`src/hw/rtl/npd_pkg.sv`:
```
// Package for the named package deframer: parse phases, byte roles,
// result record and reset values. No dependencies.
package npd_pkg;

  // Parse phase, one-hot
  typedef enum logic [4:0] {
    PH_HUNT    = 5'b00001,
    PH_TYPE    = 5'b00010,
    PH_NAME    = 5'b00100,
    PH_SIZE    = 5'b01000,
    PH_CONTENT = 5'b10000
  } phase_t;

  // Role of one byte in the stream
  typedef enum logic [2:0] {
    ROLE_HUNT     = 3'd0,
    ROLE_PREAMBLE = 3'd1,
    ROLE_TYPE     = 3'd2,
    ROLE_NAME     = 3'd3,
    ROLE_NAME_END = 3'd4,
    ROLE_SIZE     = 3'd5,
    ROLE_CONTENT  = 3'd6
  } role_t;

  // Configuration register indexes
  localparam logic [7:0] REG_PREAMBLE   = 8'd0;
  localparam logic [7:0] REG_TYPE_COUNT = 8'd1;

  localparam logic [7:0]  PREAMBLE_RST   = 8'd85;
  localparam logic [7:0]  TYPE_COUNT_RST = 8'd4;
  localparam logic [7:0]  NAME_END       = 8'd0;
  localparam logic [2:0]  SIZE_BYTES     = 3'd4;

  // One result item
  typedef struct packed {
    logic [2:0]  byte_role;
    logic [7:0]  byte_out;
    logic [7:0]  package_kind;
    logic [31:0] content_length;
    logic        frame_end;
    logic        bad_kind;
  } result_t;

  // Configuration handed to the parser
  typedef struct packed {
    logic [7:0] preamble_value;
    logic [7:0] valid_type_count;
  } cfg_t;

endpackage

```
`src/hw/rtl/npd_ifs.sv`:
```
// Valid/ready channel interfaces of the named package deframer:
// byte input, result output and configuration write. No dependencies.
interface npd_in_if;
  logic       valid;
  logic       ready;
  logic [7:0] data_byte;
  modport source (output valid, output data_byte, input ready);
  modport sink   (input valid, input data_byte, output ready);
endinterface

interface npd_out_if;
  logic        valid;
  logic        ready;
  logic [2:0]  byte_role;
  logic [7:0]  byte_out;
  logic [7:0]  package_kind;
  logic [31:0] content_length;
  logic        frame_end;
  logic        bad_kind;
  modport source (output valid, output byte_role, output byte_out, output package_kind,
                  output content_length, output frame_end, output bad_kind, input ready);
  modport sink   (input valid, input byte_role, input byte_out, input package_kind,
                  input content_length, input frame_end, input bad_kind, output ready);
endinterface

interface npd_cfg_if;
  logic       valid;
  logic       ready;
  logic [7:0] index;
  logic [7:0] wdata;
  modport source (output valid, output index, output wdata, input ready);
  modport sink   (input valid, input index, input wdata, output ready);
endinterface

```
`src/hw/rtl/npd_parser.sv`:
```
// Framing state of the deframer and the per-byte next-state logic.
// Depends on npd_pkg.
module npd_parser (
  input  logic            clk,
  input  logic            rst_n,
  input  logic            step,
  input  logic [7:0]      data_byte,
  input  npd_pkg::cfg_t   cfg,
  output npd_pkg::result_t res
);

  npd_pkg::phase_t phase_r, phase_nxt;
  logic [7:0]  kind_r, kind_nxt;
  logic [31:0] size_r, size_nxt;
  logic [2:0]  size_left_r, size_left_nxt;
  logic [31:0] content_left_r, content_left_nxt;

  npd_pkg::role_t role;
  logic end_flag;
  logic bad_flag;
  logic [31:0] size_shifted;

  assign size_shifted = {data_byte, size_r[31:8]};

  always_comb begin
    phase_nxt        = phase_r;
    kind_nxt         = kind_r;
    size_nxt         = size_r;
    size_left_nxt    = size_left_r;
    content_left_nxt = content_left_r;
    role             = npd_pkg::ROLE_HUNT;
    end_flag         = 1'b0;
    bad_flag         = 1'b0;
    case (phase_r)
      npd_pkg::PH_TYPE: begin
        role = npd_pkg::ROLE_TYPE;
        if (data_byte < cfg.valid_type_count) begin
          kind_nxt  = data_byte;
          phase_nxt = npd_pkg::PH_NAME;
        end else begin
          bad_flag  = 1'b1;
          phase_nxt = npd_pkg::PH_HUNT;
        end
      end
      npd_pkg::PH_NAME: begin
        if (data_byte == npd_pkg::NAME_END) begin
          role          = npd_pkg::ROLE_NAME_END;
          phase_nxt     = npd_pkg::PH_SIZE;
          size_left_nxt = npd_pkg::SIZE_BYTES;
          size_nxt      = '0;
        end else begin
          role = npd_pkg::ROLE_NAME;
        end
      end
      npd_pkg::PH_SIZE: begin
        role     = npd_pkg::ROLE_SIZE;
        size_nxt = size_shifted;
        if (size_left_r <= 3'd1) begin
          size_left_nxt = '0;
          if (size_shifted == '0) begin
            end_flag  = 1'b1;
            phase_nxt = npd_pkg::PH_HUNT;
          end else begin
            content_left_nxt = size_shifted;
            phase_nxt        = npd_pkg::PH_CONTENT;
          end
        end else begin
          size_left_nxt = size_left_r - 3'd1;
        end
      end
      npd_pkg::PH_CONTENT: begin
        role = npd_pkg::ROLE_CONTENT;
        if (content_left_r <= 32'd1) begin
          content_left_nxt = '0;
          end_flag         = 1'b1;
          phase_nxt        = npd_pkg::PH_HUNT;
        end else begin
          content_left_nxt = content_left_r - 32'd1;
        end
      end
      default: begin
        phase_nxt = npd_pkg::PH_HUNT;
        if (data_byte == cfg.preamble_value) begin
          role      = npd_pkg::ROLE_PREAMBLE;
          phase_nxt = npd_pkg::PH_TYPE;
        end
      end
    endcase
  end

  always_comb begin
    res.byte_role      = role;
    res.byte_out       = data_byte;
    res.package_kind   = kind_nxt;
    res.content_length = size_nxt;
    res.frame_end      = end_flag;
    res.bad_kind       = bad_flag;
  end

  always_ff @(posedge clk) begin
    if (!rst_n) begin
      phase_r        <= npd_pkg::PH_HUNT;
      kind_r         <= '0;
      size_r         <= '0;
      size_left_r    <= '0;
      content_left_r <= '0;
    end else if (step) begin
      phase_r        <= phase_nxt;
      kind_r         <= kind_nxt;
      size_r         <= size_nxt;
      size_left_r    <= size_left_nxt;
      content_left_r <= content_left_nxt;
    end
  end

endmodule

```
`src/hw/rtl/named_package_deframer.sv`:
```
// Top level of the named package deframer: channels, configuration
// registers and result register. Depends on npd_pkg, npd_ifs, npd_parser.

// Byte-stream deframer for packages of the form preamble, type, NUL-terminated
// name, 4-byte little-endian content size, content. Every accepted byte yields
// exactly one result item giving its role, the byte, the current package type,
// the size register and frame-end / bad-type flags. Throughput is one item per
// clock: the framing update is a single pass of logic from the input port into
// the result register, and a new byte is taken whenever the result register is
// empty or its item is being taken in the same cycle. The result item shows on
// out_if in the cycle after its byte is accepted. A bad type byte returns the
// parser to hunting for the preamble; a zero size ends the package on its last
// size byte. Configuration writes (index 0 preamble value, index 1 valid type
// count) are always accepted; other indexes are ignored. Write them only while
// the block is idle.
module named_package_deframer (
  input  logic clk,
  input  logic rst_n,
  npd_in_if.sink    in_if,
  npd_out_if.source out_if,
  npd_cfg_if.sink   cfg_if
);

  // Configuration registers
  npd_pkg::cfg_t cfg_r;

  assign cfg_if.ready = 1'b1;

  always_ff @(posedge clk) begin
    if (!rst_n) begin
      cfg_r.preamble_value   <= npd_pkg::PREAMBLE_RST;
      cfg_r.valid_type_count <= npd_pkg::TYPE_COUNT_RST;
    end else if (cfg_if.valid) begin
      if (cfg_if.index == npd_pkg::REG_PREAMBLE) begin
        cfg_r.preamble_value <= cfg_if.wdata;
      end
      if (cfg_if.index == npd_pkg::REG_TYPE_COUNT) begin
        cfg_r.valid_type_count <= cfg_if.wdata;
      end
    end
  end

  // Input handshake: take a byte whenever the result register frees up
  logic out_valid_r;
  logic in_take;

  assign in_if.ready = !out_valid_r || out_if.ready;
  assign in_take     = in_if.valid && in_if.ready;

  npd_pkg::result_t res;

  npd_parser u_parser (
    .clk       (clk),
    .rst_n     (rst_n),
    .step      (in_take),
    .data_byte (in_if.data_byte),
    .cfg       (cfg_r),
    .res       (res)
  );

  // Result register; payload loads only with a new item
  npd_pkg::result_t res_r;

  always_ff @(posedge clk) begin
    if (!rst_n) begin
      out_valid_r <= 1'b0;
    end else if (in_take) begin
      out_valid_r <= 1'b1;
    end else if (out_if.ready) begin
      out_valid_r <= 1'b0;
    end
  end

  always_ff @(posedge clk) begin
    if (in_take) begin
      res_r <= res;
    end
  end

  assign out_if.valid          = out_valid_r;
  assign out_if.byte_role      = res_r.byte_role;
  assign out_if.byte_out       = res_r.byte_out;
  assign out_if.package_kind   = res_r.package_kind;
  assign out_if.content_length = res_r.content_length;
  assign out_if.frame_end      = res_r.frame_end;
  assign out_if.bad_kind       = res_r.bad_kind;

endmodule

```
`src/flat_wrapper.sv`:
```
// flat-port wrapper written by rule: the top's interface ports become plain ports
module named_package_deframer_flat 
  (clk, rst_n, in_if_valid, in_if_data_byte, in_if_ready, out_if_valid, out_if_byte_role, out_if_byte_out, out_if_package_kind, out_if_content_length, out_if_frame_end, out_if_bad_kind, out_if_ready, cfg_if_valid, cfg_if_index, cfg_if_wdata, cfg_if_ready);
  npd_in_if in_if_i ();
  npd_out_if out_if_i ();
  npd_cfg_if cfg_if_i ();
  input  logic clk;
  input  logic rst_n;
  input wire logic [$bits(in_if_i.valid)-1:0] in_if_valid;
  input wire logic [$bits(in_if_i.data_byte)-1:0] in_if_data_byte;
  output wire logic [$bits(in_if_i.ready)-1:0] in_if_ready;
  output wire logic [$bits(out_if_i.valid)-1:0] out_if_valid;
  output wire logic [$bits(out_if_i.byte_role)-1:0] out_if_byte_role;
  output wire logic [$bits(out_if_i.byte_out)-1:0] out_if_byte_out;
  output wire logic [$bits(out_if_i.package_kind)-1:0] out_if_package_kind;
  output wire logic [$bits(out_if_i.content_length)-1:0] out_if_content_length;
  output wire logic [$bits(out_if_i.frame_end)-1:0] out_if_frame_end;
  output wire logic [$bits(out_if_i.bad_kind)-1:0] out_if_bad_kind;
  input wire logic [$bits(out_if_i.ready)-1:0] out_if_ready;
  input wire logic [$bits(cfg_if_i.valid)-1:0] cfg_if_valid;
  input wire logic [$bits(cfg_if_i.index)-1:0] cfg_if_index;
  input wire logic [$bits(cfg_if_i.wdata)-1:0] cfg_if_wdata;
  output wire logic [$bits(cfg_if_i.ready)-1:0] cfg_if_ready;
  assign in_if_i.valid = in_if_valid;
  assign in_if_i.data_byte = in_if_data_byte;
  assign in_if_ready = in_if_i.ready;
  assign out_if_valid = out_if_i.valid;
  assign out_if_byte_role = out_if_i.byte_role;
  assign out_if_byte_out = out_if_i.byte_out;
  assign out_if_package_kind = out_if_i.package_kind;
  assign out_if_content_length = out_if_i.content_length;
  assign out_if_frame_end = out_if_i.frame_end;
  assign out_if_bad_kind = out_if_i.bad_kind;
  assign out_if_i.ready = out_if_ready;
  assign cfg_if_i.valid = cfg_if_valid;
  assign cfg_if_i.index = cfg_if_index;
  assign cfg_if_i.wdata = cfg_if_wdata;
  assign cfg_if_ready = cfg_if_i.ready;
  named_package_deframer u_core (.clk(clk), .rst_n(rst_n), .in_if(in_if_i), .out_if(out_if_i), .cfg_if(cfg_if_i));
endmodule
```
`config.mk`:
```
export PLATFORM = sky130hd
export DESIGN_NAME = named_package_deframer_flat
export DESIGN_NICKNAME = d
export VERILOG_FILES = /design/src/hw/rtl/npd_pkg.sv /design/src/hw/rtl/npd_ifs.sv /design/src/hw/rtl/npd_parser.sv /design/src/hw/rtl/named_package_deframer.sv /design/src/flat_wrapper.sv
export SDC_FILE = /design/constraint.sdc
export NUM_CORES = 1
export LEC_CHECK = 0
export BUFFER_PORTS_ARGS = -buffer_cell sky130_fd_sc_hd__buf_2
export CORE_MARGIN = 2
export CORE_UTILIZATION = 35
export DETAILED_ROUTE_END_ITERATION = 8
export PLACE_DENSITY = 0.58
export SETUP_SLACK_MARGIN = 0.3
export SYNTH_ARGS = -nofsm -noshare
export SYNTH_HDL_FRONTEND = slang
export SYNTH_SLANG_ARGS = --single-unit
```
`constraint.sdc`:
```
create_clock -name clk -period 3.5 [get_ports clk]
set_input_delay 0.175 -clock clk [delete_from_list [all_inputs] [get_ports clk]]
set_output_delay 0.175 -clock clk [all_outputs]
set_load 0.01 [all_outputs]
```
* Word level (Yosys, flattened, before mapping)
Cells that the tools add are included.
** Word-level totals
- Register bits after elaboration :: 150
- Input port bits :: 29
- Output and inout bits :: 56
- Logic and storage cells :: 71
** Operators by class
- $add $sub $neg :: 2
- $lt $le $gt $ge :: 3
- Equal/unequal tests :: 10
- Muxes and demuxes :: 28
- Reduce and logical (&&, ||, !) cells :: 14
** Operators with widths (count)
- 32-bit two-way mux :: 4
- 32-bit one-hot mux with 2 select lines :: 2
- 32-bit by 1-bit less-or-equal comparator with 1-bit output, second input constant :: 1
- 32-bit zero test :: 1
- 32-bit by 1-bit subtractor with 32-bit output, second input constant :: 1
- 5-bit two-way mux :: 4
- 5-bit one-hot mux with 4 select lines :: 1
- 8-bit zero test :: 2
- 8-bit two-way mux :: 2
- 3-bit two-way mux :: 4
- 3-bit one-hot mux with 4 select lines :: 1
- 8-bit by 1-bit == test with 1-bit output, second input constant :: 1
- 8-bit == test :: 1
- 8-bit less-than comparator :: 1
- 2-bit != test, second input constant :: 4
- 4-bit AND reduction :: 2
- 1-bit two-way mux :: 7
- 3-bit one-hot mux with 2 select lines :: 1
- 2-bit nonzero test :: 3
- 5-bit by 2-bit == test with 1-bit output, second input constant :: 1
- 5-bit by 3-bit == test with 1-bit output, second input constant :: 1
- 5-bit by 4-bit == test with 1-bit output, second input constant :: 1
- 5-bit == test, second input constant :: 1
- 2-bit AND reduction :: 2
- other kinds (8) :: 8

* Depth between registers and ports, before layout
Gate-level depths: netlist of the first run.
- Depth after elaboration :: 4
- Mapped depth :: 9
- Gate-level depth less buffers :: 7

* Modules after synthesis
Synthesis of the first run repeated with hierarchy kept, for this count alone.
** Second synthesis, totals
- Cell total of the unflattened synthesis :: 735
- Area, all modules :: 7160.6 um^2
** Modules (own cells, without submodules)
- npd_parser :: times used 1, cells an instance 606, area an instance 4849.7 um^2, sequential area each 1601.5 um^2
- named_package_deframer :: times used 1, cells an instance 129, area an instance 2311.0 um^2, sequential area each 1931.9 um^2

* Least setup slack after synthesis of the first run
OpenSTA, ideal clock, no wires.
- Path kind :: reg-to-reg
- Start point :: reg u_core.out_valid_r, in the netlist u_core.out_if.valid
- End point :: reg u_core.u_parser.size_r[22]
- Library setup time :: 0.128 ns
- Arrival :: 2.488 ns
- Required time :: 3.372 ns
- Slack :: 0.884 ns
- Cell stages (with the launch flop) :: 9
- Path buffers :: 2
- Period minus slack after synthesis :: 2.616 ns
- Cells stage by stage :: dfxtp_1 -> nand2b_1 -> nand2_1 -> inv_1 -> o21ai_1 -> clkbuf_1 -> clkbuf_1 -> a22oi_1 -> nor2_1
** On the way
- Longest elaborated chain between the ends :: 3
** Ends and longest elaborated chain
- from (decl) :: RTL line named_package_deframer.sv:44 : logic out_valid_r;
- from (signal assigned) :: RTL line named_package_deframer.sv:66 : out_valid_r <= 1'b0;
- from (signal assigned) :: RTL line named_package_deframer.sv:68 : out_valid_r <= 1'b1;
- from (signal assigned) :: RTL line named_package_deframer.sv:70 : out_valid_r <= 1'b0;
- 1-bit zero test :: RTL line named_package_deframer.sv:47 : assign in_if.ready = !out_valid_r || out_if.ready;
- 1-bit logical OR :: RTL line named_package_deframer.sv:47
- named net in_if_ready :: RTL line flat_wrapper.sv:11 : output wire logic [$bits(in_if_i.ready)-1:0] in_if_ready;
- 1-bit logical AND :: RTL line named_package_deframer.sv:48 : assign in_take = in_if.valid && in_if.ready;
- named net u_core.in_take :: RTL line named_package_deframer.sv:45 : logic in_take;
- to (signal assigned) :: RTL line npd_parser.sv:110 : size_r <= size_nxt;
- to (decl) :: RTL line npd_parser.sv:14 : logic [31:0] size_r, size_nxt;
The timed path passes the listed nets, and every way through them passes these cells.
A chain may end at the register's enable or synchronous reset.

* Final worst setup path of the first run
- Start point :: reg u_core.u_parser.phase_r[4]
- End point :: reg u_core.u_parser.content_left_r[19]
** On the way
- Longest elaborated chain between the ends :: 3
** Ends and longest elaborated chain
- from (decl) :: RTL line npd_parser.sv:12 : npd_pkg::phase_t phase_r, phase_nxt;
- from (signal assigned) :: RTL line npd_parser.sv:102 : phase_r <= npd_pkg::PH_HUNT;
- from (signal assigned) :: RTL line npd_parser.sv:108 : phase_r <= phase_nxt;
- 5-bit by 4-bit == test with 1-bit output / 5-bit == test (equally long branches) :: RTL line npd_parser.sv:34 : case (phase_r)
- 2-bit != test (no source line) / 2-bit nonzero test (equally long branches)
- 4-bit AND reduction (no source line)
- to (signal assigned) :: RTL line npd_parser.sv:112 : content_left_r <= content_left_nxt;
- to (decl) :: RTL line npd_parser.sv:16 : logic [31:0] content_left_r, content_left_nxt;
Parallel ways exist; a longest one is shown, timed or not.

==> run metrics, run 1 <==
final worst slack 0.6131 ns; Worst Path Max Fanout 38; global-route wire length before repair 31,920 um; Hold WC Path Type in -> reg; H-tree depth 4; critical path class reg -> reg; top_reg_cell synth dfxtp_1; leakage power 3.314 nW; Ant. Diodes 0; Clock Latency Late Sink 0.43 ns; Starting Density 35.73%; EDFF count, synth 53; nature of the critical path startpoint flop; number of global-route vias before repair 5,594; Final Instance Area 8588 um^2; Mapped Cells 749; area grow syn2layout 18.77%; row cnt 52; die area 21,820 um^2; initial antenna violation count 0; Final Hold Fails 0; Highest Clock Rate 346.4 MHz; pre-CTS setup slack 0.6629 ns; Reg2Reg Depth 5; Least-Margin Pin Slew 0.9324 ns; post-layout min period 2.887 ns; Final nets 855; routed wire length 20,000 um; Syn. warnings 0; CTS clk-pin slew, worst paths 0.06 ns; post-synth top area cell dfxtp_1; clock sink count 150; status finished, final reports clean; ranking of synthesized cells by area dfxtp_1 (27%), edfxtp_1 (22%), a22o_1 (3.9%); Placed Area 7921 um^2; Cell variety after synth 63; final critical-path share of the clock period 82.48%; WP data arrival 3.22 ns; Syn Area/Cell 9.654 um^2; wire per inst 18.24 um; Die Y 147.7 um; mapped cell area 7231 um^2; hold path cells 3; Vias 6,205; syn nets 789; Max-Cap Viols 0; Post CTS Setup Buffer Count 0; Vias/cell 5.656; Global Route Usage Sum 18.57%; I/O pin count 85; DRC 0; VDD IR max 0.0002706 V; Final Util 42.44%; layout cells sized above 1 19.47%; ratio of total power to cell area 448.7 nW/um^2; Setup Skew 0.007582 ns; CTS root buf clkbuf_16; RSZ-0062 raised after global routing false; Seq/Total Area, Yosys 48.87%; Synth top area share 26.86%; Post-DRT Antenna Nets 0; CTS tree yes; die width 147.7 um; Placeable Area 20,230 um^2; 1st-pass router iterations 5; setup TNS 0 ns; final setup vio count 0; PostCTS Resize Cnt 0; register bit total from synthesis 150; PortBufs 83; DRT iter0 DRCs 712; Overflow after GRT 0; maximum number of pins on one net before global-route repair 54; CP required 3.83 ns; crit end category flop; Async SR Flop Fraction 0%; DP Wirelength 12,920 um; Routability Congestion 0.8839; Slew Limit Headroom 37.61%; CTS Buf Count 17; Max Slew Vio Count 0; maximum clock insertion buffer count 2
## metal layers
metal	track usage, %	share of wire (%)	up-vias
li1	-	-	2992
met1	27.14	49	2995
met2	27.98	45	191
met3	3.395	5.1	27
met4	5.529	1.5	0
met5	0	0	-
## flip-flops by register name, indices dropped and copies added (netlist names)
signal                          cells
u_core.u_parser.kind_r              8
u_core.u_parser.size_left_r         3
u_core.u_parser.phase_r             5
u_core.out_if.valid                 1
u_core.out_if.bad_kind              1
u_core.out_if.byte_out              8
u_core.out_if.frame_end             1
u_core.out_if.content_length       32
u_core.out_if.package_kind          8
u_core.cfg_r                       16
u_core.u_parser.size_r             32
u_core.out_if.byte_role             3
u_core.u_parser.content_left_r     32
## critical path, cell delays in order (launching register included)
cell,delay [ns]
dfxtp_1,0.55
or4b_1,0.67
or2_2,0.63
a2111oi_0,0.62
a21oi_1,0.08
o32ai_1,0.23
## area by class of cell
| class | count | area [um^2] |
|---|---|---|
| clock buffers | 18 | 429.2 |
| clock inverters | 13 | 157.7 |
| fillers | 1956 | 11650 |
| inverters | 18 | 67.56 |
| multi-input cells | 518 | 3425 |
| flip-flops and latches | 150 | 3533 |
| well taps | 270 | 337.8 |
| repair buffers | 110 | 638.1 |
## timing repair
action,CTS,global route
hold buffers,8,0
endpoints found under the hold margin,12,0
endpoints found under the setup margin,0,0
## worst paths after layout
| path | from | to | slack, ns |
|---|---|---|---|
| worst min register to register | u_core.u_parser.content_left_r[11]$_SDFFE_PN0P_ | u_core.u_parser.content_left_r[11]$_SDFFE_PN0P_ | 0.47 |
| worst min-delay path | cfg_if_wdata[1] | u_core.cfg_r[9]$_SDFFE_PN0P_ | 0.02 |
| worst max register to register | u_core.u_parser.phase_r[4]$_SDFFE_PN0P_ | u_core.u_parser.content_left_r[19]$_SDFFE_PN0P_ | 0.61 |
| worst max-delay path | u_core.u_parser.phase_r[4]$_SDFFE_PN0P_ | u_core.u_parser.content_left_r[19]$_SDFFE_PN0P_ | 0.61 |
## layout by cell type, fill, tap and decap left out, types with 4 or more instances in the layout
master,synthesis,routed
clkinvlp_4,0,5
a21o_1,4,4
nand3_1,12,12
dlygate4sd3_1,0,8
o21ai_0,35,35
a32o_1,6,6
o22ai_1,6,6
or2_2,4,4
edfxtp_1,53,53
o21a_1,4,4
a31oi_1,15,15
clkbuf_16,0,17
nand2_1,57,57
o41ai_1,8,8
a22oi_1,37,37
or4_1,9,9
buf_4,1,19
ha_1,11,11
nor3_1,12,12
inv_1,18,16
nor4_1,25,25
mux2i_1,28,28
a21oi_1,24,24
a22o_1,32,32
nand4_1,18,18
or3_1,15,15
o32ai_1,8,8
o21ai_1,7,6
dfxtp_1,97,97
nor2_1,69,67
xnor2_1,9,9
buf_2,3,83
mux2_2,9,9
## logic make-up after synthesis
group                    synth area share (%)
multiplexers                            5.278
flip-flops                              48.87
buffers and inverters                   4.309
other                                 0.05186
XOR/XNOR                                1.211
AND/OR/NAND/NOR                         17.20
adder cells (fa/ha/maj)                 1.903
AO/OA/AOI/OAI                           21.18
## synthesized netlist by cell type (6+ instances only)
cell and n:
o41ai_1 8, nand4_1 18, nor3_1 12, o21ai_1 7, mux2_2 9, inv_1 18, nand3_1 12, a31oi_1 15
o21ai_0 35, nand2_1 57, a32o_1 6, nor2_1 69, nor4_1 25, edfxtp_1 53, dfxtp_1 97, o32ai_1 8
or4_1 9, a21oi_1 24, xnor2_1 9, a22o_1 32, or3_1 15, a22oi_1 37, o22ai_1 6, clkbuf_1 56
mux2i_1 28, ha_1 11
## power breakdown
group / total [mW] / internal, mW / switching (mW)
combinational: 0.168 / 0.0569 / 0.112
sequential: 1.84 / 1.83 / 0.00919
clock: 1.84 / 1.11 / 0.730
total: 3.85 / 3.00 / 0.851
## per-stage QoR
step,power [mW],hold slack (ns),std cells
final,3.854,0.02192,1097
after global placement,2.042,0.4138,1058
after CTS,3.899,0.004799,1097
after detailed placement,2.044,0.4140,1058
after global routing,3.978,0.03435,1097
after floorplan,1.967,0.2739,749
No activity file was read; power rests on OpenSTA's default activity.
==> run 2, diff against run 1 <==
==> constraint.sdc (replaced) <==
create_clock -name clk -period 2.7 [get_ports clk]
set_input_delay 0.135 -clock clk [delete_from_list [all_inputs] [get_ports clk]]
set_output_delay 0.135 -clock clk [all_outputs]
set_load 0.01 [all_outputs]
==> run metrics, run 2 (synthesis gave the netlist of run 1 again) <==
power share of the clock group 46.5% (-1.3 points); Sw Pwr 1.087 mW (+28%); setup TNS 0 ns (unchanged); H-tree depth 4 (unchanged); VDD IR max 0.0003060 V (+13%); combinational share of power 4.7% (+0.3 points); slowest CP cell or4_4; wire per inst 17.88 um (-1.9%); Worst Path Max Fanout 4 (-89%); I/O pin count 85 (unchanged); CTS Buf Count 17 (unchanged); Slew Limit Headroom 58.61% (+21 points); area grow syn2layout 24.50%; DRC 0 (unchanged); DP Wirelength 13,630 um (+5.5%); RSZ-0062 raised after global routing true; die area 21,820 um^2 (unchanged); maximum clock insertion buffer count 2 (unchanged); number of global-route vias before repair 5,885 (+5.2%); Highest Clock Rate 426.1 MHz (+23%); Ant. Diodes 0 (unchanged); crit-path max cell delay 0.57 ns (-0.10 ns); critical path class reg -> reg; WP data arrival 2.66 ns (-0.56 ns); initial antenna violation count 0 (unchanged); worst r2r src u_core.u_parser.content_left_r[23]$_SDFFE_PN0P_; crit end category flop; CP top delay family simple AND/OR/NAND/NOR gates; Setup Skew 0.006604 ns (-0.0009782 ns); FILL cells 1,971 (+0.77%); routed wire length 20,390 um (+1.9%); hold path startpoint out_if_ready; Post-DRT Antenna Nets 0 (unchanged); Max Slew Vio Count 0 (unchanged); DRT iter0 DRCs 581 (-18%); WP buf/inv 0 (unchanged); most used cell, CP or4_4; ratio of total power to cell area 543.6 nW/um^2 (+21%); Vias 6,395 (+3.1%); share of power burned in registers 48.8% (+1.0 points); Vias/cell 5.610 (-0.83%); clock sink count 150 (unchanged); most common cell after layout, fill and taps aside dfxtp_1; post-layout min period 2.347 ns (-0.5399 ns); CP Launch Point u_core.u_parser.content_left_r[23]$_SDFFE_PN0P_; CTS root buf clkbuf_16; Least-Margin Pin Slew 0.6053 ns (-0.3272 ns); Global Route Usage Sum 19.00% (+0.43 points); Routability Congestion 0.8641 (-2.2%); switching part of the total power 22.20% (+0.12 points); final critical-path share of the clock period 86.93% (+4.4 points); global-route wire length before repair 32,570 um (+2.1%); Power Internal 3.807 mW (+27%); Clock Latency Late Sink 0.42 ns (about the same); CTS tree yes; PortBufs 83 (unchanged); crit path cell chain or4_4, or4_4, o41ai_2, o31ai_4, a41o_1; Final Util 44.49% (+2.0 points); CTS clk-pin slew, worst paths 0.06 ns (about the same); Placeable Area 20,230 um^2 (unchanged); leakage power 3.549 nW (+7.1%); status finished, final reports clean; Hold WC Path Type in -> reg; Die Y 147.7 um (unchanged); row cnt 52 (unchanged); maximum number of pins on one net before global-route repair 39 (-28%); die width 147.7 um (unchanged); most frequent cells in the layout dfxtp_1 (94), buf_2 (83), nor2_1 (67); nature of the critical path startpoint flop; Final nets 898 (+5.0%); 1st-pass router iterations 5 (unchanged); Overflow after GRT 0 (unchanged); final setup vio count 0 (unchanged); layout cells sized above 1 25.29% (+5.8 points); Max-Cap Viols 0 (unchanged); Final Hold Fails 0 (unchanged); CP required 3.02 ns (-0.81 ns); Starting Density 35.73% (unchanged)
## run 2: repair_timing
action                                  4_1_cts  5_1_grt
hold endpoints to repair                     17        0
hold buffers                                  9        0
endpoints found under the setup margin        4       39
gates resized for setup                       3       20
setup buffers                                 0        6
cloned                                        0        0
pin swaps                                     1        7
## run 2: layer usage
| metal | track usage [%] | routed length, um |
|---|---|---|
| met5 | 0 | 0 |
| met2 | 29.26 | 9359 |
| met1 | 27.55 | 9617 |
| met4 | 5.288 | 267 |
| met3 | 3.272 | 1141 |
## run 2: metrics by stage
step	std cells	power (mW)	setup WS (ns)	instance area [um^2]	hold slack (ns)
after floorplan	749	2.550	0.3061	7238	0.2339
after detailed placement	1094	2.658	0.1538	8200	0.3711
final	1140	4.893	0.3530	9002	0.07584
after CTS	1134	4.938	0.2830	8864	0.06768
after global placement	1094	2.658	0.1873	8200	0.3712
after global routing	1140	5.053	0.2931	9002	0.08920
## run 2: tightest hold or removal path, cell delays in order
cell and delay [ns]:
buf_2 0.07, nand2b_1 0.15, a21oi_1 0.08
## run 2: power groups by stage
| stage | sequential, mW | combinational [mW] | clock, mW |
|---|---|---|---|
| floorplan | 2.46 | 0.0920 | 0 |
| global placement | 2.44 | 0.223 | 0 |
| detailed placement | 2.44 | 0.223 | 0 |
| CTS | 2.39 | 0.234 | 2.32 |
| global route | 2.39 | 0.254 | 2.41 |
| finish | 2.39 | 0.232 | 2.27 |
## run 2: final cells by class
| cell class | count | area (um^2) | share of cell area (%) |
|---|---|---|---|
| tap | 270 | 337.8 | 3.753 |
| timing repair buffer | 153 | 979.7 | 10.88 |
| multi-input combinational | 518 | 3515 | 39.04 |
| clock buffer | 18 | 429.2 | 4.767 |
| inverter | 18 | 71.32 | 0.7922 |
| sequential | 150 | 3537 | 39.29 |
| clock inverter | 13 | 132.6 | 1.473 |
## run 2: final timing paths
| path | endpoint | slack (ns) | depth (start not counted) |
|---|---|---|---|
| worst max-delay path | u_core.u_parser.content_left_r[31]$_SDFFE_PN0P_ | 0.35 | 5 |
| worst min-delay path | u_core.out_if.valid$_SDFFE_PN0P_ | 0.08 | 3 |
| worst min register to register | u_core.cfg_r[2]$_SDFFE_PN1P_ | 0.47 | 2 |
| worst max register to register | u_core.u_parser.content_left_r[31]$_SDFFE_PN0P_ | 0.35 | 5 |
==> run 3, diff against run 2 <==
--- a/config.mk
+++ b/config.mk
@@ -6,7 +6,7 @@
 export NUM_CORES = 1
 export LEC_CHECK = 0
 export BUFFER_PORTS_ARGS = -buffer_cell sky130_fd_sc_hd__buf_2
-export CORE_MARGIN = 2
+export CAP_MARGIN = 20
 export CORE_UTILIZATION = 35
 export DETAILED_ROUTE_END_ITERATION = 8
 export PLACE_DENSITY = 0.58
==> run metrics, run 3 (synthesis gave the netlist of run 1 again) <==
Vias/cell 5.514 (-1.7%); Slew Limit Headroom 61.68% (+3.1 points); most used cell, CP or4_4; 1st-pass router iterations 5 (unchanged); CTS root buf clkbuf_16; Least-Margin Pin Slew 0.5727 ns (-0.03257 ns); CTS tree yes; Final Hold Fails 0 (unchanged); final critical-path share of the clock period 88.24% (+1.3 points); routed wire length 20,170 um (-1.0%); die width 145.7 um (-1.4%); crit end category flop; Placed Area 8260 um^2 (+0.73%); CTS clk-pin slew, worst paths 0.06 ns (about the same); critical path class reg -> reg; Final nets 898 (unchanged); Final Instance Area 9050 um^2 (+0.53%); area grow syn2layout 25.16%; initial antenna violation count 0 (unchanged); most common cell after layout, fill and taps aside dfxtp_1; PortBufs 83 (unchanged); VDD IR max 0.0003877 V (+27%); r2r endpoint u_core.u_parser.content_left_r[31]$_SDFFE_PN0P_; leakage power 3.568 nW (+0.52%); final setup vio count 0 (unchanged); Clock Latency Late Sink 0.42 ns (about the same); Placeable Area 20,230 um^2 (unchanged); crit-path max cell delay 0.58 ns (about the same); die area 21,240 um^2 (-2.7%); Die Y 145.7 um (-1.4%); CTS Buf Count 17 (unchanged); Reg2Reg Depth 5 (unchanged); post-layout min period 2.382 ns (+0.03539 ns); status finished, final reports clean; row cnt 52 (unchanged); R2R setup slack 0.32 ns (-0.04 ns); worst r2r src u_core.u_parser.content_left_r[27]$_SDFFE_PN0P_; Worst Path Max Fanout 4 (unchanged); Final Non-Filler Cells 1,141 (+0.088%); M3 GR Usage 3.009% (-0.26 points); Highest Clock Rate 419.7 MHz (-1.5%); DP Wirelength 13,630 um (about the same); most frequent cells in the layout dfxtp_1 (95), buf_2 (83), nor2_1 (67); hold path cells 3 (unchanged); wire per inst 17.68 um (-1.1%); clock sink count 150 (unchanged); Max-Cap Viols 0 (unchanged); # placed instances 1,097 (+0.27%); hold endpoint u_core.out_if.valid$_SDFFE_PN0P_; Setup Skew 0.009590 ns (+0.002986 ns); CP required 3.01 ns (about the same); crit path cell chain or4_4, or4_4, o41ai_2, o31ai_4, a41o_1; Power Total 4.939 mW (+0.93%); Max Slew Vio Count 0 (unchanged); I/O pin count 85 (unchanged); final worst slack 0.3176 ns (-0.03539 ns); maximum clock insertion buffer count 2 (unchanged); slowest CP cell or4_4; layout cells sized above 1 25.37% (+0.086 points); pre-CTS setup slack 0.1608 ns (+0.006949 ns); setup TNS 0 ns (unchanged); Hold WC Path Type in -> reg; Global Route Usage Sum 19.29% (+0.29 points); Routability Congestion 0.8311 (-3.8%); nature of the critical path startpoint flop; Ant. Diodes 0 (unchanged); hold path startpoint out_if_ready; met2 Usage GRT 30.33% (+1.1 points); Vias 6,291 (-1.6%); ratio of total power to cell area 545.8 nW/um^2 (+0.40%); Starting Density 35.73% (unchanged); RSZ-0062 raised after global routing true; GRT busiest layer met2; WP data arrival 2.69 ns (+0.03 ns); H-tree depth 4 (unchanged); met1 Use GR 26.78% (-0.77 points); DRT iter0 DRCs 525 (-9.6%); number of global-route vias before repair 5,834 (-0.87%); Post-DRT Antenna Nets 0 (unchanged); maximum number of pins on one net before global-route repair 45 (+15%); Overflow after GRT 0 (unchanged); DRC 0 (unchanged); global-route wire length before repair 32,230 um (-1.1%)
run 3: cell types whose count changed in the layout (fill, tap and decap cells not counted), moves of 2 or more:
cell,previous run,this run
nand3_1,10,12
buf_12,1,4
buf_4,59,56
clkinv_4,1,4
a2111oi_0,3,1
nand3_2,2,0
clkinv_1,3,0
inv_8,0,2
nor4_1,18,21
nor4_2,8,4
run 3: how the worst max path moves through the flow:
stage	end	slack [ns]	from	cells past startpoint
after floorplan	u_core.u_parser.content_left_r[31]$_SDFFE_PN0P_	0.31	u_core.u_parser.content_left_r[16]$_SDFFE_PN0P_	6
after global placement	u_core.u_parser.content_left_r[31]$_SDFFE_PN0P_	0.19	u_core.u_parser.content_left_r[16]$_SDFFE_PN0P_	5
after detailed placement	u_core.u_parser.content_left_r[31]$_SDFFE_PN0P_	0.16	u_core.u_parser.content_left_r[16]$_SDFFE_PN0P_	5
after CTS	u_core.u_parser.content_left_r[31]$_SDFFE_PN0P_	0.29	u_core.u_parser.content_left_r[19]$_SDFFE_PN0P_	5
after global routing	u_core.u_parser.content_left_r[31]$_SDFFE_PN0P_	0.25	u_core.u_parser.content_left_r[27]$_SDFFE_PN0P_	5
final	u_core.u_parser.content_left_r[31]$_SDFFE_PN0P_	0.32	u_core.u_parser.content_left_r[27]$_SDFFE_PN0P_	5
run 3: cell type report:
cell class,instances,area [um^2]
clock inverters,14,143.9
repair buffers,153,1017
clock buffers,18,439.2
inverters,18,71.32
well taps,270,337.8
multi-input cells,518,3505
fillers,1956,11180
flip-flops and latches,150,3536
run 3: critical path, delay by kind of cell (launching register included):
family	cells	cell delay, ns
AOI/OAI and AO/OA	3	0.81
and+or+nand+nor	2	1.14
DFF	1	0.33
run 3: metal layers:
| layer | part of all wire [%] | up-vias | wire length [um] |
|---|---|---|---|
| li1 | - | 3086 | - |
| met5 | 0 | - | 0 |
| met4 | 1.4 | 0 | 280 |
| met1 | 48 | 3016 | 9612 |
| met3 | 4.4 | 17 | 880 |
| met2 | 47 | 172 | 9399 |
run 3: power breakdown:
part,switching (mW),leakage (nW),internal [mW],total (mW)
combinational,0.152,1.98,0.0839,0.236
sequential,0.00891,1.32,2.38,2.38
clock,1.00,0.274,1.32,2.32
run 3: metrics by stage:
step	hold slack (ns)	utilization, %
after floorplan	0.2339	-
after global placement	0.3712	40.82
after detailed placement	0.3729	40.82
after CTS	0.05064	44.20
after global routing	0.08097	44.73
final	0.06718	44.73
run 3: what timing repair did:
| item | in CTS | in global routing |
|---|---|---|
| setup endpoints to repair | 22 | 57 |
| pin swaps | 1 | 7 |
| endpoints found under the hold margin | 17 | 0 |
| hold buffers | 9 | 0 |
| resized for setup | 2 | 19 |
| setup buffers | 0 | 3 |
